[config.mk]
export PLATFORM = sky130hd
export DESIGN_NAME = sct_ctrl
export DESIGN_NICKNAME = d
export VERILOG_FILES = /design/src/hdl/sct_pkg.sv /design/src/hdl/sct_ctrl.sv
export SDC_FILE = /design/constraint.sdc
export NUM_CORES = 1
export LEC_CHECK = 0
export BUFFER_PORTS_ARGS = -buffer_cell sky130_fd_sc_hd__buf_2
export CORE_AREA = 2 2 39 41
export CTS_CLUSTER_DIAMETER = 60
export CTS_CLUSTER_SIZE = 14
export DETAILED_ROUTE_END_ITERATION = 10
export DIE_AREA = 0 0 41 43
export PLACE_DENSITY = 0.71
export SLEW_MARGIN = 20
export SYNTH_ARGS = -nofsm -noshare
export SYNTH_HDL_FRONTEND = slang
export SYNTH_SLANG_ARGS = --single-unit
[constraint.sdc]
create_clock -name clk -period 2 [get_ports clk]
set_input_delay 0.2 -clock clk [delete_from_list [all_inputs] [get_ports clk]]
set_output_delay 0.2 -clock clk [all_outputs]
set_load 0.02 [all_outputs]
[src/hdl/sct_pkg.sv]
// Shared types, constants and step tables for the silhouette contour tracer.
package sct_pkg;

  // Image size limits and derived widths.
  localparam int MAX_WIDTH_PIXELS  = 64;
  localparam int MAX_HEIGHT_PIXELS = 64;
  localparam int MASK_DEPTH        = MAX_WIDTH_PIXELS * MAX_HEIGHT_PIXELS;
  localparam int XW                = $clog2(MAX_WIDTH_PIXELS);
  localparam int YW                = $clog2(MAX_HEIGHT_PIXELS);
  localparam int EWW               = $clog2(MAX_WIDTH_PIXELS + 1);
  localparam int EHW               = $clog2(MAX_HEIGHT_PIXELS + 1);
  localparam int CW                = ((XW > YW) ? XW : YW) + 2;
  localparam int ADDR_W            = $clog2(MASK_DEPTH);
  localparam int TOT_W             = $clog2(MASK_DEPTH + 1);
  localparam int PE_W              = TOT_W + 2;

  // Fixed field widths of the ports.
  localparam int ALPHA_W  = 8;
  localparam int SIZE_W   = 7;
  localparam int OUT_W    = 6;
  localparam int CFG_IW   = 2;

  // Configuration register indexes and reset values.
  localparam logic [CFG_IW-1:0] CFG_ALPHA_THRESHOLD = 2'd0;
  localparam logic [CFG_IW-1:0] CFG_IMAGE_WIDTH     = 2'd1;
  localparam logic [CFG_IW-1:0] CFG_IMAGE_HEIGHT    = 2'd2;
  localparam logic [ALPHA_W-1:0] THRESHOLD_RESET    = 8'd48;
  localparam logic [SIZE_W-1:0]  WIDTH_RESET        = 7'd64;
  localparam logic [SIZE_W-1:0]  HEIGHT_RESET       = 7'd64;

  // Input item kinds.
  localparam logic KIND_LOAD    = 1'b0;
  localparam logic KIND_REQUEST = 1'b1;

  typedef enum logic [1:0] {
    PH_IDLE,
    PH_TRACE,
    PH_DONE
  } phase_t;

  typedef enum logic [3:0] {
    ST_IDLE,
    ST_CAND,
    ST_CTR_RD,
    ST_CTR_EV,
    ST_NB_RD,
    ST_NB_EV,
    ST_NEXT,
    ST_HIT,
    ST_EMIT
  } state_t;

  typedef struct packed {
    logic load_we;
    logic res_done;
    logic res_empty;
    logic scan_init;
    logic search_begin;
    logic cand_ld;
    logic rd_nb;
    logic k_clr;
    logic k_inc;
    logic scan_adv;
    logic i_inc;
    logic scan_hit;
    logic search_hit;
    logic search_miss;
    logic out_load;
  } cmd_t;

  typedef struct packed {
    logic   full;
    phase_t phase;
    logic   mode_scan;
    logic   cand_in;
    logic   nb_in;
    logic   rd_bit;
    logic   k_last;
    logic   i_last;
    logic   scan_last;
    logic   out_free;
  } status_t;

  // Moore neighbor steps: E, SE, S, SW, W, NW, N, NE (y grows downward).
  function automatic logic signed [CW-1:0] step_dx(input logic [2:0] d);
    logic signed [CW-1:0] v;
    case (d)
      3'd0, 3'd1, 3'd7: v = CW'(1);
      3'd3, 3'd4, 3'd5: v = -CW'(1);
      default:          v = '0;
    endcase
    return v;
  endfunction

  function automatic logic signed [CW-1:0] step_dy(input logic [2:0] d);
    logic signed [CW-1:0] v;
    case (d)
      3'd1, 3'd2, 3'd3: v = CW'(1);
      3'd5, 3'd6, 3'd7: v = -CW'(1);
      default:          v = '0;
    endcase
    return v;
  endfunction

endpackage

[src/hdl/sct_ctrl.sv]
// Controller state machine that sequences loads, the start scan and neighbor searches.
module sct_ctrl (
  input  logic             clk,
  input  logic             rst_n,
  input  logic             in_valid,
  input  logic             in_kind,
  output logic             in_stall,
  input  sct_pkg::status_t status,
  output sct_pkg::cmd_t    cmd
);
  import sct_pkg::*;

  state_t state_r, state_nxt;
  logic   accept;

  assign in_stall = (state_r != ST_IDLE);
  assign accept   = in_valid && !in_stall;

  always_ff @(posedge clk) begin
    if (!rst_n) begin
      state_r <= ST_IDLE;
    end else begin
      state_r <= state_nxt;
    end
  end

  // Next state.
  always_comb begin
    state_nxt = state_r;
    case (state_r)
      ST_IDLE: begin
        if (accept && in_kind == KIND_REQUEST && status.full) begin
          if (status.phase == PH_DONE) begin
            state_nxt = ST_EMIT;
          end else begin
            state_nxt = ST_CAND;
          end
        end
      end
      ST_CAND:   state_nxt = ST_CTR_RD;
      ST_CTR_RD: state_nxt = status.cand_in ? ST_CTR_EV : ST_NEXT;
      ST_CTR_EV: state_nxt = status.rd_bit ? ST_NB_RD : ST_NEXT;
      ST_NB_RD:  state_nxt = status.nb_in ? ST_NB_EV : ST_HIT;
      ST_NB_EV: begin
        if (!status.rd_bit) begin
          state_nxt = ST_HIT;
        end else if (status.k_last) begin
          state_nxt = ST_NEXT;
        end else begin
          state_nxt = ST_NB_RD;
        end
      end
      ST_NEXT: begin
        if (status.mode_scan) begin
          state_nxt = status.scan_last ? ST_EMIT : ST_CAND;
        end else begin
          state_nxt = status.i_last ? ST_EMIT : ST_CAND;
        end
      end
      ST_HIT:  state_nxt = status.mode_scan ? ST_CAND : ST_EMIT;
      ST_EMIT: state_nxt = status.out_free ? ST_IDLE : ST_EMIT;
      default: state_nxt = ST_IDLE;
    endcase
  end

  // Commands to the datapath.
  always_comb begin
    cmd = '0;
    case (state_r)
      ST_IDLE: begin
        if (accept) begin
          if (in_kind == KIND_LOAD) begin
            cmd.load_we = 1'b1;
          end else if (status.full) begin
            case (status.phase)
              PH_DONE:  cmd.res_done     = 1'b1;
              PH_TRACE: cmd.search_begin = 1'b1;
              default:  cmd.scan_init    = 1'b1;
            endcase
          end
        end
      end
      ST_CAND:   cmd.cand_ld = 1'b1;
      ST_CTR_EV: cmd.k_clr   = status.rd_bit;
      ST_NB_RD:  cmd.rd_nb   = 1'b1;
      ST_NB_EV:  cmd.k_inc   = status.rd_bit && !status.k_last;
      ST_NEXT: begin
        if (status.mode_scan) begin
          cmd.res_empty = status.scan_last;
          cmd.scan_adv  = !status.scan_last;
        end else begin
          cmd.search_miss = status.i_last;
          cmd.i_inc       = !status.i_last;
        end
      end
      ST_HIT: begin
        cmd.scan_hit   = status.mode_scan;
        cmd.search_hit = !status.mode_scan;
      end
      ST_EMIT: cmd.out_load = status.out_free;
      default: cmd = '0;
    endcase
  end

endmodule

==> results of run 1 <==
[layout by cell type, fill, tap and decap left out, types with 2 or more instances in the layout]
cell type   n
clkbuf_4    3
ha_1        2
nand3_1     2
inv_1       7
and2_1      3
nand2b_1    3
nor2_1      5
nand2_1     7
dfxtp_1     4
a211oi_1    2
nor2b_1     4
and3_1      3
nor3_1      8
buf_2      30
[critical path: stages (launching register included)]
cell,delay (ns)
dfxtp_1,0.37
or4_4,0.61
nor2_1,0.17
and2_1,0.16
buf_2,0.16
[kinds of logic (layout without fill, tap and decap cells)]
family,after synthesis,count (layout),share of synthesized area (%)
mux,1,1,2.30
simple gates,42,42,49.9
compound gates,9,9,14.3
flops,4,4,16.4
fa+ha+maj,2,2,5.11
buf+inv,11,41,12.0
[where the power goes]
| group | switching (mW) | internal [mW] |
|---|---|---|
| Combinational | 0.0387 | 0.0349 |
| Clock | 0.0328 | 0.0671 |
| Sequential | 0.00486 | 0.0823 |
| Total | 0.0764 | 0.184 |
[per-layer routing]
layer / vias to the layer above / routed length (microns) / global-route usage (%)
met5: - / 0 / 0
met3: 4 / 74 / 6.81
li1: 304 / - / -
met1: 257 / 578 / 24.1
met2: 16 / 591 / 25.6
met4: 0 / 31 / 6.00
[worst paths after layout]
check | slack [ns] | to | cells after the start | from
worst max-delay path | 0.1 | cmd[11] | 4 | state_r[3]$_SDFFE_PN0P_
worst min-delay path | 0.26 | state_r[1]$_SDFFE_PN0P_ | 3 | status[5]
worst max register to register | 0.65 | state_r[3]$_SDFFE_PN0P_ | 4 | state_r[3]$_SDFFE_PN0P_
worst min register to register | 0.60 | state_r[2]$_SDFFE_PN0P_ | 1 | state_r[3]$_SDFFE_PN0P_
[synthesized netlist by cell type]
| library cell | instances | area share (%) |
|---|---|---|
| nor3_1 | 8 | 8.2 |
| inv_1 | 7 | 5.4 |
| nand2_1 | 7 | 5.4 |
| nor2_1 | 5 | 3.8 |
| dfxtp_1 | 4 | 16 |
| nor2b_1 | 4 | 5.1 |
| and2_1 | 3 | 3.8 |
| and3_1 | 3 | 3.8 |
| nand2b_1 | 3 | 3.8 |
| a211oi_1 | 2 | 3.1 |
| buf_2 | 2 | 2.0 |
| buf_6 | 2 | 4.6 |
| ha_1 | 2 | 5.1 |
| nand3_1 | 2 | 2.0 |
| a211o_1 | 1 | 1.8 |
| a21o_1 | 1 | 1.5 |
| a21oi_1 | 1 | 1.0 |
| a21oi_2 | 1 | 1.8 |
| a31oi_1 | 1 | 1.3 |
| mux2_2 | 1 | 2.3 |
| nand3b_1 | 1 | 1.5 |
| nor2_4 | 1 | 2.3 |
| nor3b_2 | 1 | 2.6 |
| nor4b_1 | 1 | 1.8 |
| nor4bb_1 | 1 | 2.0 |
| o211ai_1 | 1 | 1.5 |
| o221a_2 | 1 | 2.3 |
| or3_1 | 1 | 1.3 |
| or4_4 | 1 | 2.3 |
[area by class of cell]
| cell class | instances | area (sq um) | share of cell area [%] |
|---|---|---|---|
| inverter | 7 | 26.3 | 4.00 |
| sequential | 4 | 80.1 | 12.2 |
| clock buffer | 3 | 22.5 | 3.43 |
| tap | 16 | 20.0 | 3.05 |
| timing repair buffer | 31 | 158 | 24.0 |
| multi-input combinational | 54 | 350 | 53.3 |
[stage by stage]
stage / setup WS [ns] / util [%]
final: 0.0959 / 47.5
after global routing: 0.00454 / 47.5
after CTS: 0.0902 / 47.5
after detailed placement: 0.339 / 45.8
after global placement: 0.443 / 45.8
after floorplan: 0.218 / -
==> impl_results.md, run 1 <==
* Top Ports at 31
* # resized after CTS at 0
* Clock slew at reported path FFs at 0.04 ns
* Syn_nets at 86
* ANT nets after route at 0
* Setup_tns at 0 ns
* DRC viols at 0
* Final setup viols at 0
* Num rows at 14
* Wire per inst at 11.1 microns
* Vias per cell at 5.05
* Syn Area/Cell at 7.09 sq um
* RSZ-0062 raised after global routing: false
* Area after DPL at 634 sq um
* CTS tree: yes
* Clk sinks at 4
* Slew @ Worst Pin at 0.428 ns
* Fraction of layout cells with a size suffix above 1 at 40.4%
* Clock buffer count from CTS at 3
* DRT Pass-1 Iters at 3
* Max FFs per register at 4
* Inst Count DP at approximately 110
* Port Buffers at 30
* Fin area at approximately 660 sq um
* Clock Tree Root: clkbuf_4
* Total Wirelength at approximately 1300 microns
* Die width at 41 microns
* PD cells at 397 mW/mm^2
* DP Wirelength at 1040 microns
* Fill count at 153
* # diodes at 0
* Largest net degree at the start of global routing at 13
* Core area at 0.00138 sq mm
* Largest reg by FF count: state_r
* Hold Path Class: in2reg
* Critical Path RT at 1.80 ns
* Biggest regs: state_r: 4 flops
* Final Skew at 0.00286 ns
* Post CTS Setup Buffer Count at 0
* Yosys warning count at 0
* Hold_buf cts at 0
* Gr ovfl total at 0
* Max_slew headroom at between 70% and 80%
* Cell variety after synth at 29
* Clock latency on the worst-skew pair at 0.23 ns
* Total track usage at 18.0%
* Die Y-Extent at around 43 microns
* Final Wtd Congestion at 0.840
* IR drop worst, VDD at 0.302 mV
* Non-Filler Instances at 115
* Period utilization at 95.2%
* Antenna violations before repair at 0
* Worst-path fanout max at 9
* Area of the mapped netlist at about 490 sq um
* Maximum clock frequency at 0.525 GHz
* First-pass GRT wire length at 2270 microns
* Vias at 581
* # H-tree levels at 1
* Design Power at about 0.26 mW
* Seq/Total Area, Yosys at 16.4%
* Initial Utilization at 35.4%
* Crit. End Element: output port
* Area Growth Syn to Fin at 34.3%
* Kind of critical path: reg2out
* Final Hold Vio Count at 0
* Die area at ~0.0018 sq mm
* Slew Viols, Final at 0
* Clock buffer depth at 2
* WP data arrival at 1.70 ns
* Mapped Cells at a little under 70
* Leak at 0.360 nW
* Final Hold Slack at ~0.26 ns
* Startpoint types: register
* Status: finished clean
* Synthesized flop and latch total at 4
* Vias in the first global route at 546
* Initial DRC count at 5
* Post-route minimum period at 1.90 ns
* Max_cap viols at 0
* # nets final at roughly 120
Note: power is estimated with default switching activity, not from simulation.
==> run 2: changes to the inputs <==
--- a/config.mk
+++ b/config.mk
@@ -6,12 +6,14 @@
 export NUM_CORES = 1
 export LEC_CHECK = 0
 export BUFFER_PORTS_ARGS = -buffer_cell sky130_fd_sc_hd__buf_2
-export CORE_AREA = 2 2 39 41
+export CELL_PAD_IN_SITES_DETAIL_PLACEMENT = 1
+export CELL_PAD_IN_SITES_GLOBAL_PLACEMENT = 1
+export CORE_ASPECT_RATIO = 1.1
+export CORE_UTILIZATION = 26
 export CTS_CLUSTER_DIAMETER = 60
 export CTS_CLUSTER_SIZE = 14
 export DETAILED_ROUTE_END_ITERATION = 10
-export DIE_AREA = 0 0 41 43
-export PLACE_DENSITY = 0.71
+export PLACE_DENSITY_LB_ADDON = 0.1
 export SLEW_MARGIN = 20
 export SYNTH_ARGS = -nofsm -noshare
 export SYNTH_HDL_FRONTEND = slang
==> run 2 against run 1 <==
Effect of this change: via count decreased by 2.8%; sequential power increased by 1%; global-route usage decreased by 4.2 points; sequential share of layout area increased by 0.21 points; critical path depth unchanged; register-to-register slack got worse by 0.04 ns; utilization decreased by 11 points; maximum frequency increased by 3.5%; sequential cell count unchanged; highest routed layer is now met3; die area increased by 17%; clock power about the same; worst setup slack improved by 0.065 ns.
==> impl_results.md, run 2 (synthesis results as in run 1) <==
* Status: finished clean
* Clock slew at reported path FFs at around 0.040 ns
* Crit. End Element: output port
* PD cells at around 400 mW/mm^2
* Final Skew at 0.00367 ns
* Top Ports at 31
* Final Hold Vio Count at 0
* Die area at slightly above 0.002 sq mm
* Vias in the first global route at 483
* Final Wtd Congestion at a little over 0.7
* Post-route minimum period at between 1.5 and 2 ns
* Setup_tns at 0 ns
* Hold Path Class: in2reg
* Area Growth Syn to Fin at 34.0%
* Antenna violations before repair at 0
* Final setup viols at 0
* Total Wirelength at 1330 microns
* Port Buffers at 30
* Maximum clock frequency at between 0.5 and 0.6 GHz
* Period utilization at between 90% and 100%
* Vias per cell at 4.87
* Sequential Power Share at 33.6%
* Clock power frac at 38.5%
* Internal power at 0.184 mW
* Clock Tree Root: clkbuf_4
* ANT nets after route at 0
* Fin area at 656 sq um
* R2R Setup Slk at 0.61 ns
* DP Wirelength at around 1100 microns
* # nets final at approximately 120
* Psw at 0.0782 mW
* # H-tree levels at 1
* Clock buffer depth at 2
* Largest reg by FF count: state_r
* Die Y-Extent at between 40 and 50 microns
* Max FFs per register at 4
* Clk sinks at 4
* Post CTS Setup Buffer Count at 0
* Fill count at around 240
* Max_slew headroom at 71.0%
* Slew Viols, Final at 0
* Leak at 0.355 nW
* Worst-path fanout max at 9
* WP data arrival at 1.64 ns
* Initial Utilization at 27.5%
* Initial DRC count at 9
* Sw Share at just under 30%
* Wire per inst at 11.4 microns
* Largest net degree at the start of global routing at 14
* Clock buffer count from CTS at 3
* Core area at between 0.0015 and 0.002 sq mm
* RSZ-0062 raised after global routing: false
* Biggest regs: state_r: 4 flops
* Max_cap viols at 0
* Most frequent cells in the layout: buf_2, nor3_1, inv_1, nand2_1
* # diodes at 0
* Critical Path RT at 1.80 ns
* Clock latency on the worst-skew pair at 0.24 ns
* Num rows at 16
* IR drop worst, VDD at 0.145 mV
* Gr ovfl total at 0
* Slew @ Worst Pin at 0.433 ns
* Startpoint types: register
* Vias at approximately 570
* DRT Pass-1 Iters at 4
* Fraction of layout cells with a size suffix above 1 at 41.8%
* Comb power frac at roughly 28%
* First-pass GRT wire length at roughly 2000 microns
* Die width at 43.4 microns
* DRC viols at 0
* Area after DPL at 629 sq um
* Commonest non-fill, non-tap cell in the layout: buf_2
* Total track usage at between 10% and 20%
* CTS tree: yes
* Kind of critical path: reg2out
-- run 2: final cells by class --
class / instances / area, sq um / area share [%]
repair buffers: 30 / 150 / 22.9
multi-input cells: 54 / 353 / 53.8
well taps: 18 / 22.5 / 3.44
inverters: 7 / 26.3 / 4.01
clock buffers: 3 / 22.5 / 3.44
flip-flops and latches: 4 / 81.3 / 12.4
-- run 2: power groups by stage --
stage	Sequential, mW	Combinational [mW]	Clock, mW
after global placement	0.0887	0.0728	0
after detailed placement	0.0894	0.0733	0
final	0.0882	0.0730	0.101
after global routing	0.0891	0.0826	0.114
after CTS	0.0880	0.0736	0.109
after floorplan	0.0845	0.0534	0
-- run 2: final timing paths --
check	from	end	cells after the start
max	state_r[3]$_SDFFE_PN0P_	cmd[10]	4
min	status[5]	state_r[1]$_SDFFE_PN0P_	3
max reg2reg	state_r[1]$_SDFFE_PN0P_	state_r[0]$_SDFFE_PN0P_	4
min reg2reg	state_r[3]$_SDFFE_PN0P_	state_r[2]$_SDFFE_PN0P_	1
-- run 2: repair_timing --
action                     CTS  global route
setup endpoints to repair    0             1
hold buffers                 0             0
resized for setup            0             2
-- run 2: per-stage QoR --
stage	util [%]	total power, mW	std cells	hold WS [ns]	setup WS, ns
floorplan	-	0.138	69	0.393	0.218
global placement	35.3	0.161	113	0.493	0.425
detailed placement	35.3	0.163	113	0.492	0.367
CTS	36.6	0.271	116	0.237	0.110
global route	36.8	0.286	116	0.249	0.0348
finish	36.8	0.262	116	0.249	0.161
-- run 2: worst max-delay path, stage by stage (launching register included) --
cell and delay (ns):
dfxtp_1 0.37, or4_4 0.61, nor2_2 0.14, and2_1 0.12
buf_2 0.15
-- run 2: per-layer routing --
metal  global-route usage, %  up-vias  routed length [microns]
li1                        -      295                        -
met1                    16.3      257                      585
met2                    23.3       13                      701
met3                    1.13        0                       40
met4                    11.3        0                        0
met5                       0        -                        0
==> run 3: changes to the inputs <==
==> constraint.sdc (replaced) <==
create_clock -name clk -period 2 [get_ports clk]
set_input_delay 0.1 -clock clk [delete_from_list [all_inputs] [get_ports clk]]
set_output_delay 0.1 -clock clk [all_outputs]
set_load 0.02 [all_outputs]
==> run 3 against run 2 <==
Effect of this change: sequential share of layout area fell by 0.12 points; clock power about the same; clock skew rose by 0.00057 ns; critical path type unchanged; critical endpoint unchanged.
==> impl_results.md, run 3 (synthesis results as in run 1) <==
* Hold Path Class: in2reg
* Max stage delay on crit path at 0.57 ns
* Psw at 0.0775 mW
* Clock power frac at 38.6%
* Leak at 0.354 nW
* Clock Tree Root: clkbuf_4
* Clock buffer count from CTS at 3
* Critical path buffers and inverters at 1
* Final Wtd Congestion at between 0.7 and 0.8
* Fill count at 246
* IR drop worst, VDD at 0.144 mV
* Die area at 0.00206 sq mm
* Initial Utilization at a little over a quarter
* Fraction of layout cells with a size suffix above 1 at just under 40%
* RSZ-0062 raised after global routing: false
* Hold Path Cell Cnt at 3
* PD cells at approximately 400 mW/mm^2
* Setup_tns at 0 ns
* DP Wirelength at approximately 1100 microns
* Initial DRC count at 9
* Hold_buf cts at 0
* Die width at 43.4 microns
* Design Power at about 0.26 mW
* Most frequent cells in the layout: buf_2, nor3_1, inv_1, nand2_1, nor2_1
* Area Growth Syn to Fin at 33.2%
* Total track usage at 13.8%
* Sequential Power Share at 33.7%
* Reg-to-Reg End: state_r[2]$_SDFFE_PN0P_
* Worst-case reg-to-reg path depth at 4
* WP data arrival at 1.66 ns
* Gr ovfl total at 0
* Largest reg by FF count: state_r
* DRT Pass-1 Iters at 4
* Startpoint types: register
* Clock slew at reported path FFs at 0.03 ns
* # H-tree levels at 1
* Period utilization at between 80% and 90%
* Area occupied by multi-input gates at 350 sq um
* Post-route minimum period at 1.76 ns
* Vias per cell at 4.91
* Core area at 0.00178 sq mm
* GR peak layer: met2
* Max FFs per register at 4
* Top Ports at 31
* Fin util at 36.6%
* M1 GR Usage at 16.3%
* Vias at 570
* Post CTS Setup Buffer Count at 0
* Final Hold Vio Count at 0
* GR Util met2 at 23.3%
* # resized after CTS at 0
* Port Buffers at 30
* # nets final at 117
* Num rows at 16
* Worst-path fanout max at 12
* Clock buffer depth at 2
* Wire per inst at 11.4 microns
* Critical Path RT at approximately 1.9 ns
* Biggest regs: state_r: 4 flops
* Slew @ Worst Pin at 0.434 ns
* Die Y-Extent at around 47 microns
* Total Wirelength at 1320 microns
* Clock latency on the worst-skew pair at ~0.24 ns
* RR Startpoint: state_r[0]$_SDFFE_PN0P_
* R2R Setup Slk at 0.59 ns
* Internal power at 0.184 mW
* First-pass GRT wire length at 2030 microns
* Crit path max-delay cell type: or4_4
* Min-Delay Startpoint: status[5]
* Worst hold endpoint: state_r[1]$_SDFFE_PN0P_
* Clk sinks at 4
* Comb power frac at 27.7%
* Max_cap viols at 0
* # diodes at 0
* DRC viols at 0
* Vias in the first global route at 483
* Commonest non-fill, non-tap cell in the layout: buf_2
* Largest net degree at the start of global routing at 14
* Antenna violations before repair at 0
* Crit. End Element: output port
* CTS tree: yes
* M3 GR Usage at 1.13%
* Max_slew headroom at a little under three quarters
* Cells along the critical path: or4_4, nor2_1, and2_1, buf_2
* Kind of critical path: reg2out
* FF/Latch Area at between 80 and 90 sq um
* Crit-path leading delay family: simple AND/OR/NAND/NOR gates
* Slew Viols, Final at 0
* ANT nets after route at 0
* Sw Share at 29.7%
* Status: finished clean
* Maximum clock frequency at 0.568 GHz
* Final Skew at around 0.0042 ns
* Final setup viols at 0
## run 3: worst register-to-register path, stage by stage (launching register included)
cell and delay, ns:
dfxtp_1 0.41, nor3_1 0.41, nand3_1 0.12, o211ai_1 0.23, nor3_1 0.10
## run 3: layout make-up
cell class	instances	share of cell area [%]
multi-input cells	54	53.7
repair buffers	30	23.0
flip-flops and latches	4	12.3
inverters	7	4.03
clock buffers	3	3.45
well taps	18	3.45
## run 3: worst max-delay path by stage
stage,from,depth (start not counted),endpoint,slack (ns)
floorplan,state_r[3]$_SDFFE_PN0P_,4,cmd[13],0.32
global placement,state_r[0]$_SDFFE_PN0P_,4,cmd[11],0.53
detailed placement,state_r[0]$_SDFFE_PN0P_,4,cmd[10],0.47
CTS,state_r[0]$_SDFFE_PN0P_,4,cmd[10],0.21
global route,state_r[0]$_SDFFE_PN0P_,4,cmd[11],0.1
finish,state_r[0]$_SDFFE_PN0P_,4,cmd[10],0.24
## run 3: power by group through the flow
| stage | logic [mW] | registers, mW | clock network, mW |
|---|---|---|---|
| 4_1_cts | 0.0736 | 0.0880 | 0.109 |
| 6_report | 0.0724 | 0.0879 | 0.101 |
| 3_3_place_gp | 0.0728 | 0.0887 | 0 |
| 5_1_grt | 0.0820 | 0.0888 | 0.112 |
| 2_1_floorplan | 0.0534 | 0.0845 | 0 |
| 3_5_place_dp | 0.0733 | 0.0894 | 0 |
## run 3: routing by layer
layer | vias to the layer above | part of all wire [%]
met5 | - | 0
li1 | 295 | -
met3 | 0 | 4.8
met1 | 256 | 42
met2 | 19 | 53
met4 | 0 | 0
## run 3: stage by stage
step           hold WS [ns]  instances  cell area (sq um)  worst slack (ns)
6_report              0.149        116                652             0.238
5_1_grt               0.149        116                652            0.0958
4_1_cts               0.137        116                652             0.210
3_5_place_dp          0.392        113                629             0.467
3_3_place_gp          0.393        113                629             0.525
2_1_floorplan         0.251         69                489             0.318
